===== config.mk =====
export PLATFORM = sky130hd
export DESIGN_NAME = cache_replacement_fifo_lru_clock
export DESIGN_NICKNAME = d
export VERILOG_FILES = /design/src/crfl_pkg.sv /design/src/cache_replacement_fifo_lru_clock.sv /design/src/crfl_cell.sv /design/src/crfl_sweep.sv
export SDC_FILE = /design/constraint.sdc
export NUM_CORES = 1
export LEC_CHECK = 0
export BUFFER_PORTS_ARGS = -buffer_cell sky130_fd_sc_hd__buf_2
export CAP_MARGIN = 5
export CORE_MARGIN = 2
export CORE_UTILIZATION = 55
export CTS_BUF_LIST = sky130_fd_sc_hd__clkbuf_16
export DETAILED_ROUTE_END_ITERATION = 6
export GPL_TIMING_DRIVEN = 0
export PLACE_DENSITY = 0.77
export SLEW_MARGIN = 20
export SYNTH_ARGS = -nofsm -noshare
export SYNTH_HDL_FRONTEND = slang
export SYNTH_SLANG_ARGS = --single-unit

===== constraint.sdc =====
create_clock -name clk -period 18.55 [get_ports clk]
set_clock_uncertainty 0.05 [all_clocks]
set_input_delay 4.6375 -clock clk [delete_from_list [all_inputs] [get_ports clk]]
set_output_delay 4.6375 -clock clk [all_outputs]
set_load 0.02 [all_outputs]

===== src/crfl_pkg.sv =====
// crfl_pkg: shared constants, codes and cell control type for the
// replacement-policy cache. No dependencies.
`timescale 1ns / 1ps

package crfl_pkg;

  // default built depth of the cell chain
  localparam int DEFAULT_MAX_ENTRIES = 16;

  // field widths
  localparam int KEY_W      = 8;
  localparam int POL_W      = 2;
  localparam int CAP_W      = 5;
  localparam int CFG_ADDR_W = 1;
  localparam int CFG_DATA_W = 5;
  localparam int IN_TDATA_W  = 8;
  localparam int OUT_TDATA_W = 16;

  // replacement policy codes (any other code behaves as fifo)
  localparam logic [POL_W-1:0] POL_FIFO  = 2'd0;
  localparam logic [POL_W-1:0] POL_LRU   = 2'd1;
  localparam logic [POL_W-1:0] POL_CLOCK = 2'd2;

  // configuration register indexes
  localparam logic [CFG_ADDR_W-1:0] REG_POLICY   = 1'd0;
  localparam logic [CFG_ADDR_W-1:0] REG_CAPACITY = 1'd1;

  // per-cell update commands
  typedef struct packed {
    logic shift;    // take slot, key and ref bit from the left neighbor
    logic replace;  // overwrite key in place, clear ref bit
    logic set_ref;  // mark as referenced
    logic clr_ref;  // second chance used up
  } cell_ctrl_t;

endpackage


===== src/cache_replacement_fifo_lru_clock.sv =====
// Fully associative byte-key cache with fifo, lru or clock replacement.
// The access key is registered, then a compare-and-update over the cell chain writes the
// result register; no new key is taken until that update is done, and it waits for a free output.
// A finished result waits in the output register while the next key is taken.
// Reset (synchronous): empty cache, identity recency order, clear reference bits,
// hand at slot 0, policy fifo, capacity 16; keys hold anything until written.
`timescale 1ns / 1ps

module cache_replacement_fifo_lru_clock #(
  parameter int MAX_ENTRIES = crfl_pkg::DEFAULT_MAX_ENTRIES
) (
  input  logic                             clk,
  input  logic                             rst,
  // access stream
  input  logic                             s_tvalid,
  output logic                             s_tready,
  input  logic [crfl_pkg::IN_TDATA_W-1:0]  s_tdata,   // [7:0] access_key
  // result stream
  output logic                             m_tvalid,
  input  logic                             m_tready,
  output logic [crfl_pkg::OUT_TDATA_W-1:0] m_tdata,   // [0] hit, [1] evicted, [9:2] evicted_key
  // configuration writes
  input  logic                             cfg_valid,
  output logic                             cfg_ready,
  input  logic [crfl_pkg::CFG_ADDR_W-1:0]  cfg_addr,
  input  logic [crfl_pkg::CFG_DATA_W-1:0]  cfg_data
);

  localparam int SLOT_W = (MAX_ENTRIES > 1) ? $clog2(MAX_ENTRIES) : 1;
  localparam int OCC_W  = $clog2(MAX_ENTRIES + 1);
  localparam int KEY_W  = crfl_pkg::KEY_W;

  // control and configuration registers
  logic                       busy;
  logic [KEY_W-1:0]           key_r;
  logic [crfl_pkg::POL_W-1:0] policy;
  logic [crfl_pkg::CAP_W-1:0] capacity;
  logic [OCC_W-1:0]           occ;
  logic [SLOT_W-1:0]          hand;
  logic                       out_valid;
  logic                       out_hit;
  logic                       out_evicted;
  logic [KEY_W-1:0]           out_evicted_key;

  // chain signals
  crfl_pkg::cell_ctrl_t       ctrl [MAX_ENTRIES];
  logic [SLOT_W-1:0]          slot_q [MAX_ENTRIES];
  logic [KEY_W-1:0]           key_q [MAX_ENTRIES];
  logic [MAX_ENTRIES-1:0]     ref_q;
  logic [MAX_ENTRIES-1:0]     match_q;
  logic [SLOT_W-1:0]          left_slot [MAX_ENTRIES];
  logic [KEY_W-1:0]           left_key [MAX_ENTRIES];
  logic [MAX_ENTRIES-1:0]     left_ref;
  logic [MAX_ENTRIES-1:0]     resident;
  logic [MAX_ENTRIES-1:0]     hand_match;

  // decision signals
  logic                       go;
  logic                       lru;
  logic                       clk_pol;
  logic [OCC_W-1:0]           cap_eff;
  logic                       full;
  logic                       any_hit;
  logic [SLOT_W-1:0]          hit_pos;
  logic [SLOT_W-1:0]          last_pos;
  logic                       do_shift;
  logic                       do_replace;
  logic [SLOT_W-1:0]          shift_pos;
  logic [SLOT_W-1:0]          victim;
  logic [MAX_ENTRIES-1:0]     clr_mask;
  logic [SLOT_W-1:0]          next_hand_pos;
  logic [SLOT_W-1:0]          front_slot;
  logic                       front_ref;
  logic [KEY_W-1:0]           victim_key;
  logic [KEY_W-1:0]           oldest_key;
  logic [SLOT_W-1:0]          next_hand_slot;

  assign s_tready  = !busy;
  assign cfg_ready = 1'b1;
  assign m_tvalid  = out_valid;
  assign m_tdata   = {6'b0, out_evicted_key, out_evicted, out_hit};

  assign go      = busy && (!out_valid || m_tready);
  assign lru     = (policy == crfl_pkg::POL_LRU);
  assign clk_pol = (policy == crfl_pkg::POL_CLOCK);

  // capacity clamped to the built depth, at least one
  always_comb begin
    if (capacity == '0) begin
      cap_eff = OCC_W'(1);
    end else if (int'(capacity) > MAX_ENTRIES) begin
      cap_eff = OCC_W'(MAX_ENTRIES);
    end else begin
      cap_eff = OCC_W'(capacity);
    end
  end

  assign full     = (occ >= cap_eff);
  assign last_pos = SLOT_W'(occ - 1'b1);

  // resident positions and hand lookup
  always_comb begin
    for (int i = 0; i < MAX_ENTRIES; i++) begin
      resident[i]   = (i < int'(occ));
      hand_match[i] = resident[i] && (slot_q[i] == hand);
    end
  end

  // first matching position
  always_comb begin
    any_hit = 1'b0;
    hit_pos = '0;
    for (int i = 0; i < MAX_ENTRIES; i++) begin
      if (!any_hit && match_q[i]) begin
        any_hit = 1'b1;
        hit_pos = SLOT_W'(i);
      end
    end
  end

  crfl_sweep #(
    .N      (MAX_ENTRIES),
    .SLOT_W (SLOT_W)
  ) u_sweep (
    .resident   (resident),
    .ref_bits   (ref_q),
    .hand_match (hand_match),
    .last_pos   (last_pos),
    .victim     (victim),
    .clr_mask   (clr_mask)
  );

  // kind of update this access makes
  always_comb begin
    do_shift   = any_hit ? lru : !(full && clk_pol);
    do_replace = !any_hit && full && clk_pol;
    if (any_hit) begin
      shift_pos = hit_pos;
    end else if (full) begin
      shift_pos = last_pos;
    end else begin
      shift_pos = SLOT_W'(occ);
    end
    next_hand_pos = (victim == '0) ? last_pos : SLOT_W'(victim - 1'b1);
  end

  // gather from the chain by position
  always_comb begin
    front_slot     = '0;
    front_ref      = 1'b0;
    victim_key     = '0;
    oldest_key     = '0;
    next_hand_slot = '0;
    for (int i = 0; i < MAX_ENTRIES; i++) begin
      if (SLOT_W'(i) == shift_pos) begin
        front_slot = slot_q[i];
        front_ref  = ref_q[i] && any_hit;
      end
      if (SLOT_W'(i) == victim) begin
        victim_key = key_q[i];
      end
      if (SLOT_W'(i) == last_pos) begin
        oldest_key = key_q[i];
      end
      if (SLOT_W'(i) == next_hand_pos) begin
        next_hand_slot = slot_q[i];
      end
    end
  end

  // per-cell commands and neighbor links
  always_comb begin
    for (int i = 0; i < MAX_ENTRIES; i++) begin
      ctrl[i].shift   = go && do_shift && (SLOT_W'(i) <= shift_pos);
      ctrl[i].replace = go && do_replace && (SLOT_W'(i) == victim);
      ctrl[i].set_ref = go && any_hit && clk_pol && (SLOT_W'(i) == hit_pos);
      ctrl[i].clr_ref = go && do_replace && clr_mask[i];
      if (i == 0) begin
        left_slot[i] = front_slot;
        left_key[i]  = key_r;
        left_ref[i]  = front_ref;
      end else begin
        left_slot[i] = slot_q[i-1];
        left_key[i]  = key_q[i-1];
        left_ref[i]  = ref_q[i-1];
      end
    end
  end

  // the chain of recency cells, position 0 newest
  for (genvar g = 0; g < MAX_ENTRIES; g++) begin : g_cell
    crfl_cell #(
      .SLOT_W (SLOT_W),
      .INDEX  (g)
    ) u_cell (
      .clk        (clk),
      .rst        (rst),
      .ctrl       (ctrl[g]),
      .resident   (resident[g]),
      .access_key (key_r),
      .left_slot  (left_slot[g]),
      .left_key   (left_key[g]),
      .left_ref   (left_ref[g]),
      .slot       (slot_q[g]),
      .key        (key_q[g]),
      .ref_bit    (ref_q[g]),
      .match      (match_q[g])
    );
  end

  // control state, configuration and occupancy
  always_ff @(posedge clk) begin
    if (rst) begin
      busy      <= 1'b0;
      out_valid <= 1'b0;
      policy    <= crfl_pkg::POL_FIFO;
      capacity  <= crfl_pkg::CAP_W'(16);
      occ       <= '0;
      hand      <= '0;
    end else begin
      // configuration transaction
      if (cfg_valid) begin
        case (cfg_addr)
          crfl_pkg::REG_POLICY:   policy   <= cfg_data[crfl_pkg::POL_W-1:0];
          crfl_pkg::REG_CAPACITY: capacity <= cfg_data[crfl_pkg::CAP_W-1:0];
          default: ;
        endcase
      end
      // input transaction
      if (s_tvalid && !busy) begin
        busy <= 1'b1;
      end
      // update cycle
      if (go) begin
        busy      <= 1'b0;
        out_valid <= 1'b1;
        if (!any_hit && !full) begin
          occ <= OCC_W'(occ + 1'b1);
          if (clk_pol && (occ == '0)) begin
            hand <= front_slot;
          end
        end
        if (do_replace) begin
          hand <= next_hand_slot;
        end
      end else if (m_tready) begin
        out_valid <= 1'b0;
      end
    end
  end

  // payload registers
  always_ff @(posedge clk) begin
    if (s_tvalid && !busy) begin
      key_r <= s_tdata[KEY_W-1:0];
    end
    if (go) begin
      out_hit     <= any_hit;
      out_evicted <= !any_hit && full;
      if (any_hit || !full) begin
        out_evicted_key <= '0;
      end else if (clk_pol) begin
        out_evicted_key <= victim_key;
      end else begin
        out_evicted_key <= oldest_key;
      end
    end
  end

endmodule


===== src/crfl_cell.sv =====
// crfl_cell: one recency position of the cache chain, holding slot number,
// key and reference bit. Depends on crfl_pkg.
`timescale 1ns / 1ps

module crfl_cell #(
  parameter int SLOT_W = 4,
  parameter int INDEX  = 0
) (
  input  logic                      clk,
  input  logic                      rst,
  input  crfl_pkg::cell_ctrl_t      ctrl,
  input  logic                      resident,
  input  logic [crfl_pkg::KEY_W-1:0] access_key,
  input  logic [SLOT_W-1:0]         left_slot,
  input  logic [crfl_pkg::KEY_W-1:0] left_key,
  input  logic                      left_ref,
  output logic [SLOT_W-1:0]         slot,
  output logic [crfl_pkg::KEY_W-1:0] key,
  output logic                      ref_bit,
  output logic                      match
);

  // key compare against the access in flight
  assign match = resident && (key == access_key);

  // slot number and reference bit
  always_ff @(posedge clk) begin
    if (rst) begin
      slot    <= SLOT_W'(INDEX);
      ref_bit <= 1'b0;
    end else if (ctrl.shift) begin
      slot    <= left_slot;
      ref_bit <= left_ref;
    end else if (ctrl.replace) begin
      ref_bit <= 1'b0;
    end else if (ctrl.set_ref) begin
      ref_bit <= 1'b1;
    end else if (ctrl.clr_ref) begin
      ref_bit <= 1'b0;
    end
  end

  // key payload, no reset
  always_ff @(posedge clk) begin
    if (ctrl.shift) begin
      key <= left_key;
    end else if (ctrl.replace) begin
      key <= access_key;
    end
  end

endmodule


===== src/crfl_sweep.sv =====
// crfl_sweep: clock-hand victim search over the chain's reference bits,
// with the mask of bits cleared on the way. Depends on nothing else.
`timescale 1ns / 1ps

module crfl_sweep #(
  parameter int N      = 16,
  parameter int SLOT_W = 4
) (
  input  logic [N-1:0]      resident,
  input  logic [N-1:0]      ref_bits,
  input  logic [N-1:0]      hand_match,
  input  logic [SLOT_W-1:0] last_pos,
  output logic [SLOT_W-1:0] victim,
  output logic [N-1:0]      clr_mask
);

  logic [SLOT_W-1:0] hand_pos;
  logic              hand_found;
  logic              lo_ok;
  logic [SLOT_W-1:0] lo_pos;
  logic              hi_ok;
  logic [SLOT_W-1:0] hi_pos;

  // hand position in age order, oldest entry if the hand is not resident
  always_comb begin
    hand_pos   = last_pos;
    hand_found = 1'b0;
    for (int i = 0; i < N; i++) begin
      if (!hand_found && hand_match[i]) begin
        hand_pos   = SLOT_W'(i);
        hand_found = 1'b1;
      end
    end
  end

  // nearest clear bit at the hand or newer than it, then after wrap from the oldest end
  always_comb begin
    lo_ok  = 1'b0;
    lo_pos = '0;
    hi_ok  = 1'b0;
    hi_pos = '0;
    for (int i = 0; i < N; i++) begin
      if (resident[i] && !ref_bits[i]) begin
        if (SLOT_W'(i) <= hand_pos) begin
          lo_ok  = 1'b1;
          lo_pos = SLOT_W'(i);
        end else begin
          hi_ok  = 1'b1;
          hi_pos = SLOT_W'(i);
        end
      end
    end
  end

  // victim and cleared reference bits
  always_comb begin
    victim   = hand_pos;
    clr_mask = resident;
    if (lo_ok) begin
      victim = lo_pos;
      for (int i = 0; i < N; i++) begin
        clr_mask[i] = resident[i] && (SLOT_W'(i) >= lo_pos) && (SLOT_W'(i) <= hand_pos);
      end
    end else if (hi_ok) begin
      victim = hi_pos;
      for (int i = 0; i < N; i++) begin
        clr_mask[i] = resident[i] && ((SLOT_W'(i) <= hand_pos) || (SLOT_W'(i) >= hi_pos));
      end
    end
  end

endmodule


# Word level (Yosys, flattened, before mapping)
# Cells that the tools add are included.
[totals]
elab_cells = 964
output_inout_bits = 19
register_bits = 244
[classes]
reduce_logical = 333
magnitude_cmp = 82
eq_ne = 109
n_mux = 378
bitwise = 1
addsub = 3
[ops]
columns = ["op", "count"]
rows = [
  ["$mux W8", 65],
  ["$mux W4", 128],
  ["$logic_and A1 B1 Y1", 217],
  ["$mux W1", 181],
  ["$eq A4 B4 Y1 const A", 40],
  ["$eq A8 B8 Y1", 16],
  ["$eq A3 B4 Y1 const A", 20],
  ["$eq A4 B4 Y1", 16],
  ["$ge A4 B4 Y1 const A", 16],
  ["$le A4 B4 Y1 const A", 16],
  ["$reduce_bool A4 Y1", 16],
  ["$logic_not A1 Y1", 51],
  ["$eq A2 B4 Y1 const A", 10],
  ["$lt A4 B5 Y1 const A", 8],
  ["$reduce_bool A2 Y1", 19],
  ["$ge A3 B4 Y1 const A", 8],
  ["$le A3 B4 Y1 const A", 8],
  ["$mux W16", 2],
  ["$eq A1 B4 Y1 const A", 5],
  ["$logic_not A4 Y1", 5],
  ["$lt A3 B5 Y1 const A", 4],
  ["$logic_or A1 B1 Y1", 18],
  ["$ge A1 B4 Y1 const A", 4],
  ["$ge A2 B4 Y1 const A", 4],
  ["16 further kinds", 29],
]

# Longest topological paths before layout
# Gate-level depths: netlist of run 1.
[logic_depth]
ltp_word = 103
mapped_depth = 29

# By module
# From an unflattened synthesis of run 1, not the netlist that was laid out.
[unflattened]
hier_cells = 2186
area_unflattened_um2 = 19374.8
[modules_own_cells]
columns = ["mod", "area_each_um2", "seq_area_each_um2", "instances", "cells_each"]
rows = [
  ["cache_replacement_fifo_lru_clock", 7382.1, 900.9, 1, 1128],
  ["crfl_cell at g_cell[10].u_cell ...", 631.9, 340.3, 6, 48],
  ["crfl_cell at g_cell[11].u_cell ...", 635.6, 340.3, 4, 48],
  ["crfl_cell at g_cell[1].u_cell ...", 616.8, 340.3, 4, 47],
  ["crfl_sweep", 1938.1, 0.0, 1, 295],
  ["crfl_cell at g_cell[15].u_cell", 638.1, 340.3, 1, 48],
  ["crfl_cell at g_cell[0].u_cell", 615.6, 340.3, 1, 47],
]

# Worst setup path before layout of run 1
# Ideal clock, no wire load.
[synth_path]
path_type = "input -> register"
start = "input m_tready"
end = "register g_cell[10].u_cell.key[2] (netlist name) (data pin)"
setup_ns = 0.260
arrival_ns = 6.750
setup_slack_ns = 11.490
required_ns = 18.240
cell_stages = 9
path_buffers = 3
path_cell_list = "nand2b_1 nand2_1 a211o_1 clkbuf_1 or2_2 clkbuf_1 a21oi_1 clkbuf_1 mux2_2"
[synth_between]
elab_chain_cells = 5
[synth_lines]
columns = ["item", "line", "text"]
rows = [
  ["from (decl)", "cache_replacement_fifo_lru_clock.sv:20", "input logic m_tready,"],
  ["$logic_or A1 B1 Y1", "cache_replacement_fifo_lru_clock.sv:83", "assign go = busy && (!out_valid || m_tready);"],
  ["$logic_and A1 B1 Y1", "cache_replacement_fifo_lru_clock.sv:83", ""],
  ["$logic_and A1 B1 Y1 (2 in a row)", "cache_replacement_fifo_lru_clock.sv:174", "ctrl[i].shift = go && do_shift && (SLOT_W'(i) <= shift_pos);"],
  ["$mux W8", "crfl_cell.sv:45", "if (ctrl.shift) begin"],
  ["to (signal assigned)", "crfl_cell.sv:46", "key <= left_key;"],
  ["to (signal assigned)", "crfl_cell.sv:48", "key <= access_key;"],
  ["to (decl)", "crfl_cell.sv:18", "output logic [crfl_pkg::KEY_W-1:0] key,"],
]
# No other way between the ends.
# A chain may end at the register's enable or synchronous reset.

# Worst setup path in the final report of run 1
[layout_path]
start = "register occ[0]"
end = "register out_evicted_key[4] (data pin)"
[layout_between]
elab_cells_between_ends = 382
cone_classes = "add/sub: 1; order compare: 33; eq/ne: 30; mux: 206; reduce/logical: 112"
[layout_rtl]
columns = ["item", "line", "text"]
rows = [
  ["from (decl)", "cache_replacement_fifo_lru_clock.sv:38", "logic [OCC_W-1:0] occ;"],
  ["from (signal assigned)", "cache_replacement_fifo_lru_clock.sv:238", "occ <= OCC_W'(occ + 1'b1);"],
  ["$sub A4 B1 Y4 (*)", "cache_replacement_fifo_lru_clock.sv:99", "assign last_pos = SLOT_W'(occ - 1'b1);"],
  ["named net last_pos[0]", "cache_replacement_fifo_lru_clock.sv:65", "logic [SLOT_W-1:0] last_pos;"],
  ["$mux W4 (16 in a row)", "crfl_sweep.sv:29", "if (!hand_found && hand_match[i]) begin"],
  ["$le A1 B4 Y1", "crfl_sweep.sv:44", "if (SLOT_W'(i) <= hand_pos) begin"],
  ["$mux W1", "crfl_sweep.sv:44", ""],
  ["$mux W1", "crfl_sweep.sv:43", "if (resident[i] && !ref_bits[i]) begin"],
  ["$mux W1", "crfl_sweep.sv:44", ""],
  ["$mux W1", "crfl_sweep.sv:43", ""],
  ["(+25 left out)", "n/a", ""],
  ["$mux W1", "crfl_sweep.sv:43", ""],
  ["$mux W1", "crfl_sweep.sv:44", ""],
  ["$mux W1", "crfl_sweep.sv:43", ""],
  ["$mux W4", "crfl_sweep.sv:64", "end else if (hi_ok) begin"],
  ["$mux W4", "crfl_sweep.sv:59", "if (lo_ok) begin"],
  ["$logic_not A4 Y1", "cache_replacement_fifo_lru_clock.sv:159", "if (SLOT_W'(i) == victim) begin"],
  ["$mux W8 (16 in a row)", "cache_replacement_fifo_lru_clock.sv:159", ""],
  ["$mux W8 (*)", "cache_replacement_fifo_lru_clock.sv:262", "end else if (clk_pol) begin"],
  ["to (signal assigned)", "cache_replacement_fifo_lru_clock.sv:263", "out_evicted_key <= victim_key;"],
  ["to (signal assigned)", "cache_replacement_fifo_lru_clock.sv:265", "out_evicted_key <= oldest_key;"],
  ["to (decl)", "cache_replacement_fifo_lru_clock.sv:43", "logic [KEY_W-1:0] out_evicted_key;"],
]
# The timed path passes the listed nets; every way through them passes the cells marked *.

==> impl_metrics.env, run 1 <==
export IMPL_drt_iter0_drc=3294
export IMPL_gp_congestion=1.12
export IMPL_setup_ws_ps=8980
export IMPL_clockBufferDepth=3
export IMPL_drc_errors=0
export IMPL_io_buffers=29
export IMPL_fmax_ghz=0.104
export IMPL_r2r_start="occ[0]"
export IMPL_h_tree_depth=1
export IMPL_p_int_mw=1.10
export IMPL_dp_cells=2738
export IMPL_stdcell_count=2800
export IMPL_holdWs_ps=403
export IMPL_wl_per_cell_um=32.5
export IMPL_die_x_um=191
export IMPL_numCtsBuffers=29
export IMPL_path_cells="buf_4 > clkinv_1 > ha_1 > xnor2_1 > nand2_1 > o41ai_4 > o21ai_0 > a22oi_1 > o221ai_1 > a31oi_1 > o211a_1 > buf_4 > ha_1 > clkbuf_1 > nand3_1 > or2_1 > buf_6 > nor2_1 > a22oi_1 > a211o_1 > a21oi_1 > o221ai_1 > a21oi_1"
export IMPL_clkSlewWorstSetupHoldPaths_ps=60
export IMPL_yosys_area_top_type="edfxtp_1"
export IMPL_grt_pass1_vias=19463
export IMPL_cp_num_cells=23
export IMPL_wirelength_mm=91.1
export IMPL_stdcell_area_mm2=0.0210
export IMPL_cts_sinks=244
export IMPL_avgSynthCellArea_um2=8.58
export IMPL_pwr_share_comb=0.368
export IMPL_drt_first_pass_iters=6
export IMPL_p_total_mw=1.87
export IMPL_p_sw_mw=0.763
export IMPL_synth_cells=2246
export IMPL_relSlewSlack=0.159
export IMPL_maxCapViolCount=0
export IMPL_cp_slowest_stage_delay_ps=770
export IMPL_finalSetupViolations=0
export IMPL_synth_edf_count=146
export IMPL_syn_to_final_growth_pct=8.89
export IMPL_yosysWarnings=0
export IMPL_tightest_slew_ps=1260
export IMPL_critPathTopFamily="compound AO/OA/AOI/OAI gates"
export IMPL_rsz0062_at_grt="no"
export IMPL_vdd_drop_max_v=0.0000967
export IMPL_drv_slew=0
export IMPL_async_reset_ff_frac=0
export IMPL_grt_max_degree=16
export IMPL_seqPwrFrac=0.329
export IMPL_cts_resized=0
export IMPL_clk_latency_ps=610
export IMPL_outcome="finished clean"
export IMPL_yosys_top_cells_area="edfxtp_1 23%, dfxtp_1 10%, mux2_2 6.1%"
export IMPL_cts_tree="done"
export IMPL_required_ps=18950
export IMPL_synth_flop_cell="edfxtp_1"
export IMPL_ff2ff_path_depth=23
export IMPL_final_core_util=0.608
export IMPL_yosysSeqAreaShare=0.329
export IMPL_layout_drive_gt1_share=0.123
export IMPL_cp_max_fo=10
export IMPL_rrSetupSlack_ps=8980
export IMPL_placed_cell_area_mm2=0.0200
export IMPL_cp_start_kind="register"
export IMPL_cp_num_buf_inv=5
export IMPL_min_path_type="register to register"
export IMPL_nets=2347
export IMPL_grt_pass1_wl_mm=131
export IMPL_worstPathArrival_ps=9970
export IMPL_tns_ps=0
export IMPL_ctsRootBufferMaster="clkbuf_16"
export IMPL_worst_setup_path_end_kind="register"
export IMPL_coreArea_mm2=0.0345
export IMPL_fin_crit_ps=9570
export IMPL_num_rows=68
export IMPL_grt_ovfl_total=0
export IMPL_leakage_nw=7.32
export IMPL_vias_per_cell=7.37
export IMPL_design_die_area_mm2=0.0366
export IMPL_powerDensity_mw_per_mm2=89.0
export IMPL_post_place_ws_ps=9850
export IMPL_netlist_area_mm2=0.0193
export IMPL_power_frac_clock=0.303
export IMPL_critical_path_class="register to register"
export IMPL_hpwl_mm=69.0
export IMPL_switching_share=0.409
export IMPL_dieHeight_um=191
export IMPL_cts_setup_buffers=0
export IMPL_yosysUniqueCellTypes=109
export IMPL_endpoint="out_evicted_key[4]"
export IMPL_antenna_left=0
export IMPL_yosysTopAreaCellShare=0.227
export IMPL_regToRegEndpoint="out_evicted_key[4]"
export IMPL_ys_seq_elements=244
export IMPL_ctsHoldBuffers=0
export IMPL_num_io_pins=38
export IMPL_slowest_stage="xnor2_1"
export IMPL_synthTopCellsByCount="291 x nand2_1, 215 x nor2_1, 146 x edfxtp_1, 140 x a21oi_1, 120 x xnor2_1"
export IMPL_yosysMostFrequentCell="nand2_1"
export IMPL_hold_viol=0
export IMPL_grtUsageTotal=0.493
export IMPL_period_share=0.516
export IMPL_critical_path_startpoint="occ[0]"
export IMPL_start_util=0.558
export IMPL_antenna_found_initial=6
export IMPL_vias=20624
[power groups by stage]
stage	sequential [mW]	combinational (mW)	clock [mW]
6_report	0.615	0.688	0.566
5_1_grt	0.615	0.716	0.581
4_1_cts	0.613	0.649	0.558
3_5_place_dp	0.625	0.644	0
3_3_place_gp	0.624	0.640	0
2_1_floorplan	0.618	0.434	0
[registers in the layout, indices dropped and copies added, names as in the netlist]
signal                 count
g_cell.u_cell.key        128
g_cell.u_cell.slot        64
g_cell.u_cell.ref_bit     16
key_r                      8
out_evicted_key            8
capacity                   5
occ                        5
hand                       4
policy                     2
busy                       1
m_tvalid                   1
out_evicted                1
out_hit                    1
[how the worst min path moves through the flow]
stage	startpoint	to	slack (ps)	depth (start not counted)
global route	key_r[2]	g_cell[0].u_cell.key[2]	410	0
floorplan	key_r[0]	g_cell[0].u_cell.key[0]	370	0
detailed placement	key_r[6]	g_cell[0].u_cell.key[6]	390	0
finish	key_r[2]	g_cell[0].u_cell.key[2]	400	0
global placement	key_r[5]	g_cell[0].u_cell.key[5]	390	0
CTS	key_r[6]	g_cell[0].u_cell.key[6]	410	0
[layout by cell type (no fill, tap or decap), types with 80 or more instances in the layout]
| master | instances |
|---|---|
| a21oi_1 | 140 |
| clkbuf_1 | 95 |
| dfxtp_1 | 98 |
| edfxtp_1 | 146 |
| mux2_2 | 104 |
| nand2_1 | 291 |
| nor2_1 | 215 |
| o21ai_0 | 90 |
| xnor2_1 | 120 |
| xor2_1 | 80 |
[routing by layer]
| layer | vias up | part of all wire | global-route usage | wire [µm] |
|---|---|---|---|---|
| met5 | - | 0.00019 | 0 | 17 |
| met4 | 2 | 0.095 | 0.368 | 8620 |
| met3 | 531 | 0.14 | 0.154 | 13200 |
| met2 | 1904 | 0.41 | 0.725 | 37400 |
| met1 | 9655 | 0.35 | 0.603 | 31800 |
| li1 | 8532 | - | - | - |
[kinds of logic (layout without fill, tap and decap cells)]
logic type,after synthesis,in the layout,synth area share
adder cells (fa/ha/maj),14,14,0.00909
AO/OA/AOI/OAI,617,617,0.231
multiplexers,181,181,0.101
AND/OR/NAND/NOR,800,800,0.194
buffers and inverters,188,274,0.0444
XOR/XNOR,200,200,0.0909
flip-flops,244,244,0.329
other,2,15,0.000390
[final cells by class]
| cell class | instances | area, µm² |
|---|---|---|
| fill | 3101 | 13600 |
| multi-input combinational | 1819 | 12100 |
| sequential | 244 | 6350 |
| buffer | 155 | 731 |
| clock buffer | 29 | 726 |
| tap | 455 | 569 |
| clock inverter | 25 | 180 |
| timing repair buffer | 32 | 168 |
| inverter | 33 | 125 |
| antenna | 8 | 20.0 |
[worst reg2reg max path: cells and delay by family, from the launching register on]
kind            cells  cell delay (ps)
compound gates     11             4040
buf+inv             5             1720
simple gates        4             1610
fa+ha+maj           2              780
xor+xnor            1              780
flops               1              480
(Power assumes the default switching activity.)
==> run 2: changes to the inputs <==
- PLACE_DENSITY: 0.77 -> 0.8
- clock period: 18.55 -> 8 ns (I/O delays scaled with it)
==> impl_metrics.env, run 2 (synthesis gave the netlist of run 1 again) <==
export IMPL_seqPwrFrac=0.322
export IMPL_grt_max_degree=14
export IMPL_layout_drive_gt1_share=0.134
export IMPL_largest_register="g_cell.u_cell.key"
export IMPL_drt_iter0_drc=3497
export IMPL_top_regs="g_cell.u_cell.key (128), g_cell.u_cell.slot (64), g_cell.u_cell.ref_bit (16)"
export IMPL_drt_first_pass_iters=7
export IMPL_drv_slew=0
export IMPL_wl_per_cell_um=32.6
export IMPL_gp_congestion=1.09
export IMPL_worstPathArrival_ps=8350
export IMPL_io_buffers=29
export IMPL_cts_tree="done"
export IMPL_p_sw_mw=1.78
export IMPL_num_io_pins=38
export IMPL_hpwl_mm=69.4
export IMPL_hold_viol=0
export IMPL_placed_cell_area_mm2=0.0200
export IMPL_pwr_share_comb=0.373
export IMPL_final_common_cell="nand2_1"
export IMPL_start_util=0.558
export IMPL_final_cell_mix="291 x nand2_1, 214 x nor2_1, 146 x edfxtp_1"
export IMPL_fillCellCount=3057
export IMPL_antenna_found_initial=3
export IMPL_dp_cells=2738
export IMPL_numCtsBuffers=28
export IMPL_syn_to_final_growth_pct=9.80
export IMPL_post_place_ws_ps=-835
export IMPL_stdcell_area_mm2=0.0212
export IMPL_maxCapViolCount=0
export IMPL_required_ps=8350
export IMPL_ctsRootBufferMaster="clkbuf_16"
export IMPL_cp_start_kind="register"
export IMPL_stdcell_count=2795
export IMPL_setup_ws_ps=3.68
export IMPL_ctsHoldBuffers=0
export IMPL_multiInputGateArea_mm2=0.0122
export IMPL_leakage_nw=7.41
export IMPL_p_total_mw=4.43
export IMPL_powerDensity_mw_per_mm2=209
export IMPL_critical_path_class="register to register"
export IMPL_outcome="finished, violations left"
export IMPL_dieHeight_um=191
export IMPL_vias=20733
export IMPL_largest_reg_flops=128
export IMPL_num_rows=68
export IMPL_h_tree_depth=1
export IMPL_fin_crit_ps=8000
export IMPL_violations="design-rule violations"
export IMPL_switching_share=0.402
export IMPL_finalSetupViolations=0
export IMPL_rrSetupSlack_ps=4
export IMPL_min_path_type="register to register"
export IMPL_cts_sinks=244
export IMPL_clockBufferDepth=3
export IMPL_clkSlewWorstSetupHoldPaths_ps=60
export IMPL_relSlewSlack=0.118
export IMPL_wirelength_mm=91.1
export IMPL_clk_latency_ps=580
export IMPL_ff_latch_area_mm2=0.00635
export IMPL_fmax_ghz=0.125
export IMPL_p_int_mw=2.65
export IMPL_grt_pass1_vias=19595
export IMPL_cp_max_fo=10
export IMPL_nets=2348
export IMPL_period_share=1.00
export IMPL_coreArea_mm2=0.0345
export IMPL_die_x_um=191
export IMPL_grt_pass1_wl_mm=132
export IMPL_grt_ovfl_total=0
export IMPL_rsz0062_at_grt="no"
export IMPL_design_die_area_mm2=0.0366
export IMPL_vias_per_cell=7.42
export IMPL_grtUsageTotal=0.496
export IMPL_drc_errors=2
export IMPL_power_frac_clock=0.305
export IMPL_worst_setup_path_end_kind="register"
export IMPL_tightest_slew_ps=1310
export IMPL_antenna_left=0
export IMPL_vdd_drop_max_v=0.000196
-- run 2: final cells by class --
| type | instances | area share |
|---|---|---|
| sequential | 244 | 0.300 |
| clock buffer | 30 | 0.0355 |
| tap | 455 | 0.0269 |
| buffer | 154 | 0.0346 |
| clock inverter | 22 | 0.00887 |
| antenna | 3 | 0.000355 |
| inverter | 33 | 0.00597 |
| timing repair buffer | 35 | 0.00916 |
| multi-input combinational | 1819 | 0.579 |
-- run 2: repair_timing --
| action | in CTS | in global routing |
|---|---|---|
| resized for setup | 11 | 22 |
| pin swaps | 0 | 1 |
| buffers inserted | 0 | 2 |
| setup endpoints to repair | 21 | 13 |
-- run 2: power by group through the flow --
stage                     sequential, mW  combinational [mW]  clock [mW]
after CTS                           1.42                1.52        1.33
after floorplan                     1.43                1.01           0
after global placement              1.45                1.50           0
final                               1.43                1.65        1.35
after detailed placement            1.45                1.50           0
after global routing                1.43                1.71        1.37
-- run 2: worst max-delay path: stages (launching register included) --
cell and delay [ps]:
dfxtp_1 400, buf_4 240, a41oi_1 990, or4_1 360
nand3_1 290, o41ai_4 610, o21ai_0 440, a22oi_1 370
o221ai_1 300, a31oi_2 400, o211a_1 210, buf_4 230
ha_2 410, nand3_2 280, or2_1 300, buf_6 170
nor2_2 310, a22oi_1 130, a211o_1 340, a21oi_1 420
o221ai_1 270, a21oi_1 270
-- run 2: per-stage QoR --
stage	TNS [ps]	util	hold WS [ps]
global route	0	0.612	414
floorplan	0	-	374
finish	0	0.613	395
detailed placement	-9290	0.580	382
global placement	-14810	0.579	385
CTS	0	0.609	397
-- run 2: path summary, 6_finish.rpt --
check | end | startpoint | depth (start not counted)
hold / removal | g_cell[0].u_cell.key[3] | key_r[3] | 0
setup reg to reg | out_evicted_key[0] | occ[0] | 21
setup / recovery | out_evicted_key[0] | occ[0] | 21
hold reg to reg | g_cell[0].u_cell.key[3] | key_r[3] | 0
-- run 2: per-layer routing --
metal / up-vias / GRT usage / share of wire
met5: - / 0 / 0.00014
met3: 564 / 0.143 / 0.14
met4: 2 / 0.391 / 0.098
met1: 9785 / 0.599 / 0.35
li1: 8538 / - / -
met2: 1844 / 0.738 / 0.42
